File: src/design/mkte_pkg.sv
// Shared types, codes and keypad tables for the multi-tap keypad text entry core.
// No dependencies; imported by mkte_edit_ctrl and the top level of the core.
package mkte_pkg;

    // Defaults for the top-level parameter and the window register
    localparam int          TEXT_MAX_DEF  = 16;
    localparam logic [15:0] WINDOW_RESET  = 16'd150;

    // Item kinds (s_tuser)
    localparam logic [2:0] FUNC_KEY    = 3'd0;
    localparam logic [2:0] FUNC_TICK   = 3'd1;
    localparam logic [2:0] FUNC_DELETE = 3'd2;
    localparam logic [2:0] FUNC_CLEAR  = 3'd3;
    localparam logic [2:0] FUNC_READ   = 3'd4;

    // Special keys
    localparam logic [4:0] KEY_SPACE  = 5'd0;
    localparam logic [4:0] KEY_COMMIT = 5'd1;
    localparam logic [4:0] KEY_LAST   = 5'd9;
    localparam logic [3:0] KEY_PQRS   = 4'd7;
    localparam logic [3:0] KEY_WXYZ   = 4'd9;

    localparam logic [7:0] CHAR_SPACE = 8'h20;

    // Result fields of one item, except the character read from the store
    typedef struct packed {
        logic       accepted;
        logic [4:0] text_length;
        logic       pending_active;
        logic       wrote_char;
        logic [7:0] written_char;
        logic [3:0] written_position;
        logic       read_hit;        // read in range, store data is valid
    } mkte_result_t;

    // First letter of each letter key; letters of a set are consecutive
    function automatic logic [7:0] key_letter(input logic [3:0] key, input logic [1:0] idx);
        logic [7:0] base;
        unique case (key)
            4'd2:    base = "A";
            4'd3:    base = "D";
            4'd4:    base = "G";
            4'd5:    base = "J";
            4'd6:    base = "M";
            4'd7:    base = "P";
            4'd8:    base = "T";
            4'd9:    base = "W";
            default: base = 8'd0;
        endcase
        return base + {6'd0, idx};
    endfunction

    // Highest letter index of a key's set
    function automatic logic [1:0] key_last_index(input logic [3:0] key);
        return (key == KEY_PQRS || key == KEY_WXYZ) ? 2'd3 : 2'd2;
    endfunction

endpackage

File: src/design/mkte_text_ram.sv
// Text store of the keypad core: one write port, one read port, registered read data.
// Depends on nothing; instantiated by multitap_keypad_text_entry_core.
module mkte_text_ram #(
    parameter int DEPTH = 16,
    parameter int AW    = 4
) (
    input  logic          clk,
    input  logic          wr_en,
    input  logic [AW-1:0] wr_addr,
    input  logic [7:0]    wr_data,
    input  logic          rd_en,
    input  logic [AW-1:0] rd_addr,
    output logic [7:0]    rd_data
);

    logic [7:0] mem [DEPTH];
    logic [7:0] rd_data_reg;

    always_ff @(posedge clk)
    begin
        if (wr_en)
        begin
            mem[wr_addr] <= wr_data;
        end
    end

    // read data holds until the next read, so a stalled result keeps it
    always_ff @(posedge clk)
    begin
        if (rd_en)
        begin
            rd_data_reg <= mem[rd_addr];
        end
    end

    assign rd_data = rd_data_reg;

endmodule

File: src/design/mkte_edit_ctrl.sv
// Edit state of the keypad core: length, open key, letter index, window counter,
// window register. Computes one item's result and the store access. Uses mkte_pkg.
module mkte_edit_ctrl
    import mkte_pkg::*;
#(
    parameter int TEXT_MAX = TEXT_MAX_DEF,
    parameter int AW       = 4,
    parameter int CW       = 5
) (
    input  logic          clk,
    input  logic          rst_n,
    input  logic          cfg_write,
    input  logic [15:0]   cfg_data,
    input  logic          in_accept,
    input  logic [2:0]    func,
    input  logic [4:0]    key_code,
    input  logic [3:0]    read_index,
    output mkte_result_t  result,
    output logic          wr_en,
    output logic [AW-1:0] wr_addr,
    output logic [7:0]    wr_data,
    output logic          rd_en,
    output logic [AW-1:0] rd_addr
);

    logic [CW-1:0] count_reg,  count_next;
    logic [3:0]    open_reg,   open_next;
    logic [1:0]    letter_reg, letter_next;
    logic [15:0]   window_reg, window_next;
    logic [15:0]   ticks_reg;

    logic          full;
    logic          hit;
    logic          write;
    logic [7:0]    wchar;
    logic [CW-1:0] wpos;

    assign full = (count_reg == CW'(TEXT_MAX));
    assign hit  = (9'(read_index) < 9'(count_reg));

    always_comb
    begin
        count_next  = count_reg;
        open_next   = open_reg;
        letter_next = letter_reg;
        window_next = window_reg;
        write       = 1'b0;
        wchar       = 8'd0;
        wpos        = '0;
        result      = '0;
        result.accepted = 1'b1;

        unique case (func)
            FUNC_KEY:
            begin
                priority if (key_code > KEY_LAST)
                begin
                    result.accepted = 1'b0;
                end
                else if (key_code <= KEY_COMMIT)
                begin
                    open_next = 4'd0;
                    if (key_code == KEY_SPACE && !full)
                    begin
                        write      = 1'b1;
                        wchar      = CHAR_SPACE;
                        wpos       = count_reg;
                        count_next = count_reg + 1'b1;
                    end
                end
                else if (5'(open_reg) == key_code && count_reg != '0)
                begin
                    // repeat press: cycle the last letter in place
                    letter_next = (letter_reg == key_last_index(key_code[3:0]))
                                  ? 2'd0 : letter_reg + 2'd1;
                    write       = 1'b1;
                    wchar       = key_letter(key_code[3:0], letter_next);
                    wpos        = count_reg - 1'b1;
                    window_next = ticks_reg;
                end
                else if (full)
                begin
                    open_next = 4'd0;
                end
                else
                begin
                    open_next   = key_code[3:0];
                    letter_next = 2'd0;
                    write       = 1'b1;
                    wchar       = key_letter(key_code[3:0], 2'd0);
                    wpos        = count_reg;
                    count_next  = count_reg + 1'b1;
                    window_next = ticks_reg;
                end
            end
            FUNC_TICK:
            begin
                if (window_reg != 16'd0)
                begin
                    window_next = window_reg - 16'd1;
                    if (window_reg == 16'd1)
                    begin
                        open_next = 4'd0;
                    end
                end
            end
            FUNC_DELETE:
            begin
                open_next   = 4'd0;
                window_next = 16'd0;
                if (count_reg != '0)
                begin
                    count_next = count_reg - 1'b1;
                end
            end
            FUNC_CLEAR:
            begin
                count_next  = '0;
                open_next   = 4'd0;
                letter_next = 2'd0;
                window_next = 16'd0;
            end
            FUNC_READ:
            begin
                result.read_hit = hit;
            end
            default:
            begin
            end
        endcase

        result.text_length      = 5'(count_next);
        result.pending_active   = (open_next != 4'd0);
        result.wrote_char       = write;
        result.written_char     = wchar;
        result.written_position = 4'(wpos);
    end

    assign wr_en   = in_accept && write;
    assign wr_addr = AW'(wpos);
    assign wr_data = wchar;
    assign rd_en   = in_accept && result.read_hit;
    assign rd_addr = AW'(read_index);

    always_ff @(posedge clk or negedge rst_n)
    begin
        if (!rst_n)
        begin
            count_reg  <= '0;
            open_reg   <= 4'd0;
            letter_reg <= 2'd0;
            window_reg <= 16'd0;
        end
        else if (in_accept)
        begin
            count_reg  <= count_next;
            open_reg   <= open_next;
            letter_reg <= letter_next;
            window_reg <= window_next;
        end
    end

    always_ff @(posedge clk or negedge rst_n)
    begin
        if (!rst_n)
        begin
            ticks_reg <= WINDOW_RESET;
        end
        else if (cfg_write)
        begin
            ticks_reg <= cfg_data;
        end
    end

    a_count_bound: assert property (@(posedge clk) disable iff (!rst_n)
        32'(count_reg) <= TEXT_MAX)
        else $error("text length beyond capacity");

    a_open_needs_text: assert property (@(posedge clk) disable iff (!rst_n)
        open_reg != 4'd0 |-> count_reg != '0)
        else $error("open key with empty buffer");

    a_letter_in_set: assert property (@(posedge clk) disable iff (!rst_n)
        open_reg != 4'd0 |-> letter_reg <= key_last_index(open_reg))
        else $error("letter index outside the open key's set");

endmodule

File: src/design/multitap_keypad_text_entry_core.sv
// Top level of the multi-tap keypad text entry core.
// Uses mkte_pkg, mkte_edit_ctrl and mkte_text_ram.
//
// Usage:
//   s_* carries one editing item per transfer: the kind in s_tuser (key press,
//   tick, delete, clear, read), key code and read index in s_tdata. Each item
//   produces exactly one result transfer on m_*: accept flag, text length,
//   pending flag, written character and position, and the character read.
//   cfg_* writes the window length in ticks; cfg_ready is always high. Write it
//   only while no item is in flight.
//   A result is registered at the edge that accepts its item. Throughput is
//   one item per cycle while m_tready is high. The edit registers update at the
//   accept edge and the store write lands there too, so the next item already
//   sees it; the store read port is registered together with the result.
//   While m_tready is low the result register holds and s_tready drops once
//   the register is full; s_tready = !m_tvalid || m_tready.
//   Reset clears length, open key, letter index and window counter and sets
//   the window to 150 ticks. The store itself is not cleared: reads at or
//   beyond the current length never touch it and answer 0.
module multitap_keypad_text_entry_core
    import mkte_pkg::*;
#(
    parameter int TEXT_MAX = TEXT_MAX_DEF
) (
    input  logic        clk,
    input  logic        rst_n,
    input  logic        s_tvalid,
    output logic        s_tready,
    input  logic [15:0] s_tdata,   // [4:0] key_code, [8:5] read_index, rest zero
    input  logic [2:0]  s_tuser,   // [2:0] func
    output logic        m_tvalid,
    input  logic        m_tready,
    output logic [31:0] m_tdata,   // [0] accepted, [5:1] text_length, [6] pending_active,
                                   // [7] wrote_char, [15:8] written_char,
                                   // [19:16] written_position, [27:20] read_char
    input  logic        cfg_valid,
    output logic        cfg_ready,
    input  logic [15:0] cfg_data
);

    localparam int AW = (TEXT_MAX > 1) ? $clog2(TEXT_MAX) : 1;
    localparam int CW = $clog2(TEXT_MAX + 1);

    logic          in_accept;
    mkte_result_t  result;
    mkte_result_t  res_reg;
    logic          m_tvalid_reg, m_tvalid_next;
    logic          wr_en;
    logic [AW-1:0] wr_addr;
    logic [7:0]    wr_data;
    logic          rd_en;
    logic [AW-1:0] rd_addr;
    logic [7:0]    rd_data;
    logic [7:0]    read_char;

    assign s_tready  = !m_tvalid_reg || m_tready;
    assign in_accept = s_tvalid && s_tready;
    assign cfg_ready = 1'b1;

    mkte_edit_ctrl #(
        .TEXT_MAX (TEXT_MAX),
        .AW       (AW),
        .CW       (CW)
    ) u_ctrl (
        .clk        (clk),
        .rst_n      (rst_n),
        .cfg_write  (cfg_valid && cfg_ready),
        .cfg_data   (cfg_data),
        .in_accept  (in_accept),
        .func       (s_tuser),
        .key_code   (s_tdata[4:0]),
        .read_index (s_tdata[8:5]),
        .result     (result),
        .wr_en      (wr_en),
        .wr_addr    (wr_addr),
        .wr_data    (wr_data),
        .rd_en      (rd_en),
        .rd_addr    (rd_addr)
    );

    // Reads and writes come from different items, and a write commits at its
    // accept edge, so a read in the next cycle already sees it.
    mkte_text_ram #(
        .DEPTH (TEXT_MAX),
        .AW    (AW)
    ) u_ram (
        .clk     (clk),
        .wr_en   (wr_en),
        .wr_addr (wr_addr),
        .wr_data (wr_data),
        .rd_en   (rd_en),
        .rd_addr (rd_addr),
        .rd_data (rd_data)
    );

    // Output register: loads on accept, holds while the receiver stalls
    always_comb
    begin
        m_tvalid_next = m_tvalid_reg;
        if (in_accept)
        begin
            m_tvalid_next = 1'b1;
        end
        else if (m_tready)
        begin
            m_tvalid_next = 1'b0;
        end
    end

    always_ff @(posedge clk or negedge rst_n)
    begin
        if (!rst_n)
        begin
            m_tvalid_reg <= 1'b0;
        end
        else
        begin
            m_tvalid_reg <= m_tvalid_next;
        end
    end

    always_ff @(posedge clk)
    begin
        if (in_accept)
        begin
            res_reg <= result;
        end
    end

    // out-of-range reads answer 0; store data only counts on a hit
    assign read_char = res_reg.read_hit ? rd_data : 8'd0;

    assign m_tvalid = m_tvalid_reg;
    assign m_tdata  = {4'd0, read_char, res_reg.written_position, res_reg.written_char,
                       res_reg.wrote_char, res_reg.pending_active, res_reg.text_length,
                       res_reg.accepted};

    a_accept_loads: assert property (@(posedge clk) disable iff (!rst_n)
        in_accept |=> m_tvalid_reg)
        else $error("accepted item produced no result");

    a_read_write_excl: assert property (@(posedge clk) disable iff (!rst_n)
        !(rd_en && wr_en))
        else $error("store read and write from the same item");

    a_no_access_idle: assert property (@(posedge clk) disable iff (!rst_n)
        !in_accept |-> !rd_en && !wr_en)
        else $error("store access without an accepted item");

endmodule
File: config.mk
export PLATFORM = sky130hd
export DESIGN_NAME = multitap_keypad_text_entry_core
export DESIGN_NICKNAME = d
export VERILOG_FILES = /design/src/design/mkte_pkg.sv /design/src/design/mkte_text_ram.sv /design/src/design/mkte_edit_ctrl.sv /design/src/design/multitap_keypad_text_entry_core.sv
export SDC_FILE = /design/constraint.sdc
export NUM_CORES = 1
export LEC_CHECK = 0
export ABC_CLOCK_PERIOD_IN_PS = 9800
export BUFFER_PORTS_ARGS = -buffer_cell sky130_fd_sc_hd__buf_2
export CELL_PAD_IN_SITES_DETAIL_PLACEMENT = 0
export CELL_PAD_IN_SITES_GLOBAL_PLACEMENT = 2
export CORE_MARGIN = 5
export CORE_UTILIZATION = 46
export DETAILED_ROUTE_END_ITERATION = 8
export GPL_TIMING_DRIVEN = 0
export PLACE_DENSITY = 0.95
export SLEW_MARGIN = 20
export SYNTH_ARGS = -nofsm -noshare
export SYNTH_HDL_FRONTEND = slang
export SYNTH_SLANG_ARGS = --single-unit
File: constraint.sdc
create_clock -name clk -period 9.8 [get_ports clk]
set_input_delay 0.49 -clock clk [delete_from_list [all_inputs] [get_ports clk]]
set_output_delay 0.49 -clock clk [all_outputs]
set_load 0.02 [all_outputs]
==> metrics.csv, run 1 <==
stage,metric,value,unit
run_status,outcome,"finished, final reports clean",
cells_and_area,"commonest non-fill, non-tap cell in the layout",edfxtp_1,
timing,Fin. Hold Viols,0,
routing,highest metal used,met4,
clock_tree,Post-CTS Setup Inserts,0,
timing,Final Hold Slack,56.3,ps
timing,RSZ-0062 raised after global routing,false,
logic_synthesis,post-synthesis sequential area ratio,0.587,
clock_tree,number of clock sinks,183,
logic_synthesis,Avg Inst Size Synth,13.4,µm²
floorplanning,cell row count,51,
global_routing,first-pass GRT wire length,32.8,mm
power_and_ir_drop,part of the power in registers,0.481,
critical_path,Reg-to-Reg Start,u_ctrl.count_reg[0],
routing,WL met2,10.6,mm
power_and_ir_drop,P_int,0.00137,W
cells_and_area,Antenna diodes,0,
floorplanning,Chip Height,150,µm
routing,Routed WL,20.7,mm
logic_synthesis,YS warnings,0,
cells_and_area,share of cells above drive strength 1,0.271,
clock_tree,Bufs on Longest Clock Path,2,
logic_synthesis,Yosys reg bits,183,
global_routing,largest net degree at the start of global routing,45,
timing,clock skew,8.72,ps
clock_tree,H-Tree Depth,4,
timing,setup_tns,0,ps
clock_tree,# hold bufs at CTS,0,
critical_path,CP arrival,4240,ps
critical_path,worst endpoint required time,9860,ps
routing,mean routed wirelength per cell,20.0,µm
clock_tree,worst-skew pair later-pin latency,430,ps
cells_and_area,Largest Register,u_ram.mem,
logic_synthesis,post-synthesis cell count,674,
floorplanning,die width,150,µm
cells_and_area,most frequent cells in the layout,"edfxtp_1, buf_2, nor2_1",
logic_synthesis,Synth cell types,81,
timing,fmax,239,MHz
flow_run,max-cap viol count,0,
critical_path,crit end category,flop,
power_and_ir_drop,pwr dens,181,nW/µm²
logic_synthesis,Post-synth ARST share,0.240,
cells_and_area,fin nets,818,
critical_path,CP Launch Type,flop,
routing,Vias per Instance,5.65,
power_and_ir_drop,Psw,0.000488,W
critical_path,"slowest stage delay, CP",610,ps
routing,violation count after the first detailed-routing iteration,506,
floorplanning,die footprint,22500,µm²
timing,Max Slew Vio Count,0,
routing,metal3 WL,993,µm
clock_tree,Resize count post-CTS,0,
logic_synthesis,ys flop type,edfxtp_1,
placement,port buffer count,59,
timing,Worst-Margin Slew,1070,ps
routing,via count,5855,
global_routing,Total Routing Usage GR,0.192,
timing,final setup vio count,0,
critical_path,critical path's slowest cell,nor2_1,
global_routing,GR Overflow Total,0,
logic_synthesis,"EDFF count, synth",139,
floorplanning,area of the core,19300,µm²
floorplanning,io pins,75,
clock_tree,Worst-path clk slew,70,ps
cells_and_area,Final Util,0.533,
routing,drt drc,0,
floorplanning,Starting Density,0.465,
power_and_ir_drop,sw frac,0.262,
timing,Final min period,4180,ps
placement,dpl hpwl,15.0,mm
logic_synthesis,Syn Std Cell Area,9000,µm²
routing,Antenna Nets Post-Route,0,
critical_path,Worst setup startpoint,u_ctrl.count_reg[0],
clock_tree,cts bufs inserted,17,
routing,Pre-Repair DR Iteration Count,5,
clock_tree,root buffer cell,clkbuf_16,
placement,RD Place Congestion,0.875,
min_path,Hold Crit Class,input pin to async pin,
clock_tree,CTS tree,built,
global_routing,initial antenna violation count,0,
power_and_ir_drop,P_leak,3.79,nW
timing,Slew HR,0.279,
critical_path,CP Max Fanout,9,
power_and_ir_drop,VDD IR-drop max,0.121,mV
global_routing,vias in the first global route,5937,
cells_and_area,max FFs per register,112,
power_and_ir_drop,Comb power frac,0.136,
cells_and_area,Area Overhead vs Synth,14.6,%
routing,Metal-1 WL,8.82,mm
power_and_ir_drop,clock network power share,0.382,
timing,final worst-path cycle share,0.427,
critical_path,critical-path cell list,clkbuf_1 > inv_1 > ha_1 > nor4b_2 > nor4_4 > nand2_2 > mux2_2 > or4b_4 > nor2_1,
critical_path,Crit Path Category,flop to flop,
==> worst max-delay path: cells and delay by family, from the launching register on <==
family	cells	cell delay (ps)
adders and majority gates	1	250
buffers and inverters	2	580
DFF	1	410
muxes	1	370
and+or+nand+nor	5	2200
==> layout make-up <==
cell class	instances	area, µm²
plain buffers	55	330
clock buffers	17	425
clock inverters	15	189
fillers	1622	9020
inverters	14	56.3
multi-input cells	427	3380
flip-flops and latches	183	5280
well taps	265	332
repair buffers	61	317
==> worst paths after layout <==
path,slack [ps],to,depth (start not counted)
max,5620,u_ram.mem[3][3],9
min,60,u_ctrl.count_reg[3],1
max reg2reg,5620,u_ram.mem[3][3],9
min reg2reg,510,u_ctrl.ticks_reg[3],1
max in group asynchronous,9330,u_ctrl.window_reg[0],1
min in group clk,290,u_ctrl.ticks_reg[11],2
==> power by group through the flow <==
stage | clock network, W | registers [W] | logic, W
2_1_floorplan | 0 | 0.000903 | 0.000184
3_3_place_gp | 0 | 0.000911 | 0.000245
3_5_place_dp | 0 | 0.000912 | 0.000251
4_1_cts | 0.000720 | 0.000896 | 0.000252
5_1_grt | 0.000758 | 0.000902 | 0.000280
6_report | 0.000711 | 0.000896 | 0.000254
==> synth_stat cells (11+ instances only) <==
| master | count | area (µm²) |
|---|---|---|
| ha_1 | 18 | 225 |
| nor2_1 | 63 | 236 |
| clkbuf_1 | 16 | 60.1 |
| nand3_1 | 11 | 55.1 |
| edfxtp_1 | 139 | 4170 |
| mux4_2 | 35 | 788 |
| o21ai_0 | 17 | 85.1 |
| nor3_1 | 17 | 85.1 |
| o21ai_1 | 12 | 60.1 |
| buf_4 | 27 | 203 |
| nand2_1 | 41 | 154 |
| mux2_2 | 17 | 191 |
| a21oi_1 | 30 | 150 |
| dfrtp_1 | 40 | 1000 |
| and2_1 | 12 | 75.1 |
==> kinds of logic after synthesis <==
| group | share of synthesized area |
|---|---|
| compound gates | 0.105 |
| flops | 0.587 |
| fa+ha+maj | 0.0273 |
| other cells | 0.000835 |
| xor+xnor | 0.00876 |
| simple gates | 0.112 |
| mux | 0.116 |
| buf+inv | 0.0430 |
==> stage by stage <==
stage	setup WS (ps)	instances	instance area, µm²	total power [W]
after floorplan	6520	679	9020	0.00109
after detailed placement	5550	1005	9680	0.00116
final	5620	1037	10300	0.00186
after CTS	5530	1037	10300	0.00187
after global placement	5430	1003	9640	0.00116
after global routing	5430	1037	10300	0.00194
==> routing by layer <==
layer | vias up | global-route usage
li1 | 2744 | -
met1 | 2920 | 0.252
met2 | 166 | 0.326
met3 | 25 | 0.0348
met4 | 0 | 0.0590
met5 | - | 0
Power figures use the tool's default switching activity.
==> inputs of run 2 (changes only) <==
--- a/config.mk
+++ b/config.mk
@@ -5,15 +5,15 @@
 export SDC_FILE = /design/constraint.sdc
 export NUM_CORES = 1
 export LEC_CHECK = 0
-export ABC_CLOCK_PERIOD_IN_PS = 9800
+export ABC_CLOCK_PERIOD_IN_PS = 4350
 export BUFFER_PORTS_ARGS = -buffer_cell sky130_fd_sc_hd__buf_2
 export CELL_PAD_IN_SITES_DETAIL_PLACEMENT = 0
 export CELL_PAD_IN_SITES_GLOBAL_PLACEMENT = 2
 export CORE_MARGIN = 5
-export CORE_UTILIZATION = 46
+export CORE_UTILIZATION = 42
 export DETAILED_ROUTE_END_ITERATION = 8
 export GPL_TIMING_DRIVEN = 0
-export PLACE_DENSITY = 0.95
+export PLACE_DENSITY = 0.89
 export SLEW_MARGIN = 20
 export SYNTH_ARGS = -nofsm -noshare
 export SYNTH_HDL_FRONTEND = slang
==> constraint.sdc (replaced) <==
create_clock -name clk -period 4.35 [get_ports clk]
set_input_delay 0.2175 -clock clk [delete_from_list [all_inputs] [get_ports clk]]
set_output_delay 0.2175 -clock clk [all_outputs]
set_load 0.02 [all_outputs]
==> run 2 against run 1 <==
Against the previous run:
- routed wire length down 0.10%
- register-to-register slack worse by 5400 ps
- count of clock-buffer cells in the layout unchanged
- critical path depth unchanged
- clock power up 130%
- setup slack worse by 5400 ps
- power up 130%
- critical path type unchanged
==> metrics.csv, run 2 (synthesis gave the netlist of run 1 again) <==
stage,metric,value,unit,change
run_status,outcome,"finished, final reports clean",,unchanged
routing,drt drc,0,,unchanged
critical_path,worst endpoint required time,4410,ps,was 9860 ps
routing,violation count after the first detailed-routing iteration,349,,was 506
cells_and_area,Largest Register,u_ram.mem,,unchanged
floorplanning,Chip Height,156,µm,was 150 µm
cells_and_area,Final Util,0.490,,was 0.533
power_and_ir_drop,Comb power frac,0.136,,about the same
routing,Vias per Instance,5.64,,was 5.65
cells_and_area,Register Area,5280,µm²,unchanged
clock_tree,Bufs on Longest Clock Path,2,,unchanged
power_and_ir_drop,clock network power share,0.384,,was 0.382
timing,clock skew,9.92,ps,was 8.72 ps
critical_path,Worst setup startpoint,u_ctrl.count_reg[0],,unchanged
floorplanning,area of the core,21100,µm²,was 19300 µm²
power_and_ir_drop,sw frac,0.264,,was 0.262
floorplanning,io pins,75,,unchanged
critical_path,CP Max Fanout,9,,unchanged
timing,final worst-path cycle share,0.950,,was 0.427
timing,RSZ-0062 raised after global routing,false,,unchanged
timing,Slew HR,0.276,,was 0.279
placement,dpl hpwl,15.1,mm,was 15.0 mm
global_routing,GR Overflow Total,0,,unchanged
placement,Setup WS pre-CTS,86.2,ps,was 5550 ps
routing,via count,5907,,was 5855
routing,Antenna Nets Post-Route,0,,unchanged
clock_tree,Post-CTS Setup Inserts,0,,unchanged
routing,mean routed wirelength per cell,19.8,µm,was 20.0 µm
cells_and_area,Area Overhead vs Synth,14.8,%,was 14.6%
global_routing,grt met1 use,0.232,,was 0.252
global_routing,met3 usage,0.0393,,was 0.0348
clock_tree,H-Tree Depth,4,,unchanged
timing,Max Slew Vio Count,0,,unchanged
global_routing,initial antenna violation count,0,,unchanged
cells_and_area,fin nets,819,,was 818
floorplanning,cell row count,53,,was 51
placement,RD Place Congestion,0.904,,was 0.875
power_and_ir_drop,pwr dens,407,nW/µm²,was 181 nW/µm²
timing,Worst-Margin Slew,1080,ps,was 1070 ps
global_routing,met2 usage,0.290,,was 0.326
timing,Final min period,4130,ps,was 4180 ps
min_path,Hold Crit Class,input pin to flop,,was input pin to async pin
clock_tree,cts bufs inserted,17,,unchanged
power_and_ir_drop,P_int,0.00310,W,was 0.00137 W
cells_and_area,most frequent cells in the layout,"edfxtp_1, buf_2, nor2_1",,unchanged
clock_tree,number of clock sinks,183,,unchanged
placement,placed inst area,9700,µm²,was 9680 µm²
timing,Fin. Hold Viols,0,,unchanged
min_path,min-delay src,cfg_data[12],,
critical_path,CP Launch Type,flop,,unchanged
cells_and_area,"commonest non-fill, non-tap cell in the layout",edfxtp_1,,unchanged
cells_and_area,share of cells above drive strength 1,0.273,,was 0.271
cells_and_area,Antenna diodes,0,,unchanged
routing,Routed WL,20.7,mm,about the same
floorplanning,die width,156,µm,was 150 µm
power_and_ir_drop,VDD IR-drop max,0.304,mV,was 0.121 mV
clock_tree,CTS tree,built,,unchanged
global_routing,vias in the first global route,5892,,was 5937
timing,setup ws final,217,ps,was 5620 ps
critical_path,Crit Path Category,flop to flop,,unchanged
clock_tree,Worst-path clk slew,70,ps,about the same
cells_and_area,fin area,10300,µm²,about the same
floorplanning,die footprint,24500,µm²,was 22500 µm²
global_routing,GR peak layer,met2,,unchanged
critical_path,crit end category,flop,,unchanged
flow_run,max-cap viol count,0,,unchanged
timing,setup_tns,0,ps,unchanged
global_routing,largest net degree at the start of global routing,45,,unchanged
power_and_ir_drop,Psw,0.00111,W,was 0.000488 W
clock_tree,root buffer cell,clkbuf_16,,unchanged
placement,port buffer count,59,,unchanged
cells_and_area,max FFs per register,112,,unchanged
power_and_ir_drop,part of the power in registers,0.480,,was 0.481
cells_and_area,Multi-input gate area,3390,µm²,was 3380 µm²
timing,fmax,242,MHz,was 239 MHz
floorplanning,Starting Density,0.427,,was 0.465
global_routing,Total Routing Usage GR,0.174,,was 0.192
timing,final setup vio count,0,,unchanged
power_and_ir_drop,Design Power,0.00421,W,was 0.00186 W
global_routing,first-pass GRT wire length,32.8,mm,about the same
clock_tree,worst-skew pair later-pin latency,430,ps,about the same
cells_and_area,Fillers,1861,,was 1622
critical_path,Reg-to-Reg Start,u_ctrl.count_reg[0],,unchanged
critical_path,CP arrival,4190,ps,was 4240 ps
routing,Pre-Repair DR Iteration Count,7,,was 5
power_and_ir_drop,P_leak,3.79,nW,about the same
-- run 2: final timing paths --
| kind | to | slack, ps | cells after the start |
|---|---|---|---|
| setup / recovery | u_ram.mem[7][6] | 220 | 9 |
| hold / removal | u_ctrl.ticks_reg[12] | 20 | 2 |
| setup reg to reg | u_ram.mem[7][6] | 220 | 9 |
| hold reg to reg | u_ctrl.ticks_reg[11] | 510 | 1 |
| max in group asynchronous | u_ctrl.count_reg[0] | 3610 | 2 |
| min in group asynchronous | u_ctrl.ticks_reg[12] | 330 | 2 |
-- run 2: metal layers --
| metal | part of all wire | wire length [µm] |
|---|---|---|
| met2 | 0.49 | 10200 |
| met1 | 0.43 | 8870 |
| met3 | 0.061 | 1260 |
| met4 | 0.017 | 344 |
| met5 | 0 | 0 |
-- run 2: what timing repair did --
item,CTS,global route
endpoints found under the setup margin,0,21
gates resized for setup,0,3
hold endpoints to repair,4,0
hold buffers,1,0
-- run 2: through the flow --
stage,instances,hold WS [ps]
finish,1047,17.4
global route,1047,1.39
CTS,1047,2.49
detailed placement,1015,453
global placement,1013,449
floorplan,679,-78.1
-- run 2: power by group through the flow --
stage	sequential, W	combinational, W	clock (W)
after floorplan	0.00203	0.000415	0
after global placement	0.00205	0.000554	0
after detailed placement	0.00206	0.000571	0
after CTS	0.00202	0.000574	0.00164
after global routing	0.00203	0.000632	0.00172
final	0.00202	0.000572	0.00162
-- run 2: final cells by class --
cell class / count / area share
buffer: 55 / 0.0320
clock buffer: 17 / 0.0412
clock inverter: 14 / 0.0183
inverter: 14 / 0.00545
multi-input combinational: 427 / 0.328
sequential: 183 / 0.511
tap: 275 / 0.0333
timing repair buffer: 62 / 0.0312
-- run 2: worst max-delay path, cell delays in order (launching register included) --
cell and delay [ps]:
dfrtp_1 400, clkbuf_1 390, inv_1 160, ha_1 240
nor4b_2 230, nor4_4 560, nand2_2 300, mux2_2 380
or4b_4 570, nor2_1 530
==> inputs of run 3 (changes only) <==
--- a/config.mk
+++ b/config.mk
@@ -13,6 +13,7 @@
 export CORE_UTILIZATION = 42
 export DETAILED_ROUTE_END_ITERATION = 8
 export GPL_TIMING_DRIVEN = 0
+export HOLD_SLACK_MARGIN = 0.12
 export PLACE_DENSITY = 0.89
 export SLEW_MARGIN = 20
 export SYNTH_ARGS = -nofsm -noshare
==> run 3 against run 2 <==
Against the previous run:
- sequential cell count is the same
- routed wire length grew 0.22%
- setup slack lost 23 ps
- non-clock buffer count grew 17
- final cell count grew 1.6%
- design area grew 1.6%
- power grew 0.28%
- critical path type unchanged
- largest cell class unchanged
==> metrics.csv, run 3 (synthesis gave the netlist of run 1 again) <==
stage,metric,value,unit,change
run_status,outcome,"finished, final reports clean",,unchanged
timing,fmax,241,MHz,was 242 MHz
routing,drt drc,0,,unchanged
cells_and_area,max FFs per register,112,,unchanged
timing,setup_tns,0,ps,unchanged
clock_tree,Worst-path clk slew,70,ps,about the same
routing,Pre-Repair DR Iteration Count,5,,was 7
global_routing,first-pass GRT wire length,33.0,mm,was 32.8 mm
timing,Final min period,4160,ps,was 4130 ps
critical_path,critical-path cell list,clkbuf_1 > inv_1 > ha_1 > nor4b_2 > nor4_4 > nand2_2 > mux2_2 > or4b_4 > nor2_1,,unchanged
cells_and_area,Largest Register,u_ram.mem,,unchanged
timing,RSZ-0062 raised after global routing,false,,unchanged
routing,mean routed wirelength per cell,19.5,µm,was 19.8 µm
global_routing,vias in the first global route,5928,,was 5892
clock_tree,number of clock sinks,183,,unchanged
routing,Antenna Nets Post-Route,0,,unchanged
cells_and_area,Area Overhead vs Synth,16.7,%,was 14.8%
critical_path,CP Launch Type,flop,,unchanged
min_path,Hold Crit Class,input pin to flop,,unchanged
timing,Worst-Margin Slew,1060,ps,was 1080 ps
floorplanning,io pins,75,,unchanged
global_routing,Total Routing Usage GR,0.175,,was 0.174
cells_and_area,most frequent cells in the layout,"edfxtp_1, buf_2, nor2_1",,unchanged
global_routing,largest net degree at the start of global routing,45,,unchanged
floorplanning,cell row count,53,,unchanged
cells_and_area,fin nets,836,,was 819
floorplanning,die footprint,24500,µm²,unchanged
placement,RD Place Congestion,0.904,,unchanged
power_and_ir_drop,VDD IR-drop max,0.303,mV,was 0.304 mV
clock_tree,root buffer cell,clkbuf_16,,unchanged
timing,setup ws final,194,ps,was 217 ps
timing,Slew HR,0.289,,was 0.276
critical_path,CP arrival,4220,ps,was 4190 ps
global_routing,GR Overflow Total,0,,unchanged
cells_and_area,Final Util,0.498,,was 0.490
critical_path,crit end category,flop,,unchanged
clock_tree,CTS tree,built,,unchanged
timing,Final Hold Slack,169,ps,was 17.4 ps
critical_path,CP Max Fanout,9,,unchanged
floorplanning,Chip Height,156,µm,unchanged
routing,Routed WL,20.8,mm,was 20.7 mm
routing,via count,5964,,was 5907
routing,violation count after the first detailed-routing iteration,381,,was 349
timing,Max Slew Vio Count,0,,unchanged
cells_and_area,Antenna diodes,0,,unchanged
routing,Vias per Instance,5.61,,was 5.64
critical_path,Crit Path Category,flop to flop,,unchanged
critical_path,worst endpoint required time,4410,ps,about the same
placement,port buffer count,59,,unchanged
timing,final worst-path cycle share,0.955,,was 0.950
floorplanning,die width,156,µm,unchanged
placement,dpl hpwl,15.1,mm,unchanged
clock_tree,H-Tree Depth,4,,unchanged
critical_path,critical path's slowest cell,or4b_4,,unchanged
flow_run,max-cap viol count,0,,unchanged
critical_path,"slowest stage delay, CP",580,ps,was 570 ps
power_and_ir_drop,P_leak,3.86,nW,was 3.79 nW
timing,Fin. Hold Viols,0,,unchanged
clock_tree,worst-skew pair later-pin latency,430,ps,about the same
floorplanning,Starting Density,0.427,,unchanged
timing,clock skew,9.13,ps,was 9.92 ps
clock_tree,cts bufs inserted,17,,unchanged
placement,Setup WS pre-CTS,86.2,ps,unchanged
timing,final setup vio count,0,,unchanged
cells_and_area,share of cells above drive strength 1,0.267,,was 0.273
cells_and_area,"commonest non-fill, non-tap cell in the layout",edfxtp_1,,unchanged
floorplanning,area of the core,21100,µm²,unchanged
global_routing,initial antenna violation count,0,,unchanged
power_and_ir_drop,pwr dens,402,nW/µm²,was 407 nW/µm²
clock_tree,Bufs on Longest Clock Path,2,,unchanged
[run 3: cell types whose count changed in the layout (fill, tap and decap cells not counted), sizes merged]
cell,before,now
dlygate4sd3,1,18
[run 3: final cells by class]
cell class              instances  area [µm²]
plain buffers                  55         330
well taps                     275         344
multi-input cells             427        3390
clock inverters                14         189
clock buffers                  17         425
inverters                      14        56.3
flip-flops and latches        183        5280
fillers                      1840       10600
repair buffers                 79         493
[run 3: metrics by stage]
step           area, µm²  total power, W  instances
2_1_floorplan       9020         0.00245        679
5_1_grt            10500         0.00440       1064
6_report           10500         0.00422       1064
3_3_place_gp        9660         0.00261       1013
3_5_place_dp        9700         0.00263       1015
4_1_cts            10500         0.00424       1064
[run 3: worst paths after layout]
| check | from | endpoint | slack [ps] | depth (start not counted) |
|---|---|---|---|---|
| max | u_ctrl.count_reg[0] | u_ram.mem[15][6] | 190 | 9 |
| min | s_tdata[1] | u_ctrl.open_reg[1] | 170 | 2 |
| max reg2reg | u_ctrl.count_reg[0] | u_ram.mem[15][6] | 190 | 9 |
| min reg2reg | u_ctrl.ticks_reg[11] | u_ctrl.ticks_reg[11] | 510 | 1 |
| max in group asynchronous | rst_n | u_ctrl.count_reg[1] | 3610 | 2 |
| min in group asynchronous | rst_n | u_ctrl.window_reg[13] | 340 | 2 |
[run 3: critical path, delay by kind of cell (launching register included)]
family | cells | cell delay [ps]
flip-flops | 1 | 400
AND/OR/NAND/NOR | 5 | 2200
buffers and inverters | 2 | 560
adder cells (fa/ha/maj) | 1 | 240
multiplexers | 1 | 380
[run 3: where the power goes]
part	switching (W)	total [W]	internal (W)	leakage (nW)
logic	0.000345	0.000585	0.000240	1.71
clock network	0.000696	0.00162	0.000919	0.299
registers	0.0000720	0.00202	0.00195	1.85
[run 3: layer usage]
layer | wire, µm | track usage
met5 | 0 | 0
met4 | 332 | 0.0475
met3 | 1200 | 0.0390
met2 | 10300 | 0.293
met1 | 8930 | 0.233
[run 3: timing repair]
item / 4_1_cts / 5_1_grt
gates resized for setup: 0 / 3
buffers inserted: 0 / 0
endpoints found under the hold margin: 57 / 0
setup endpoints to repair: 0 / 21
hold buffers: 18 / 0
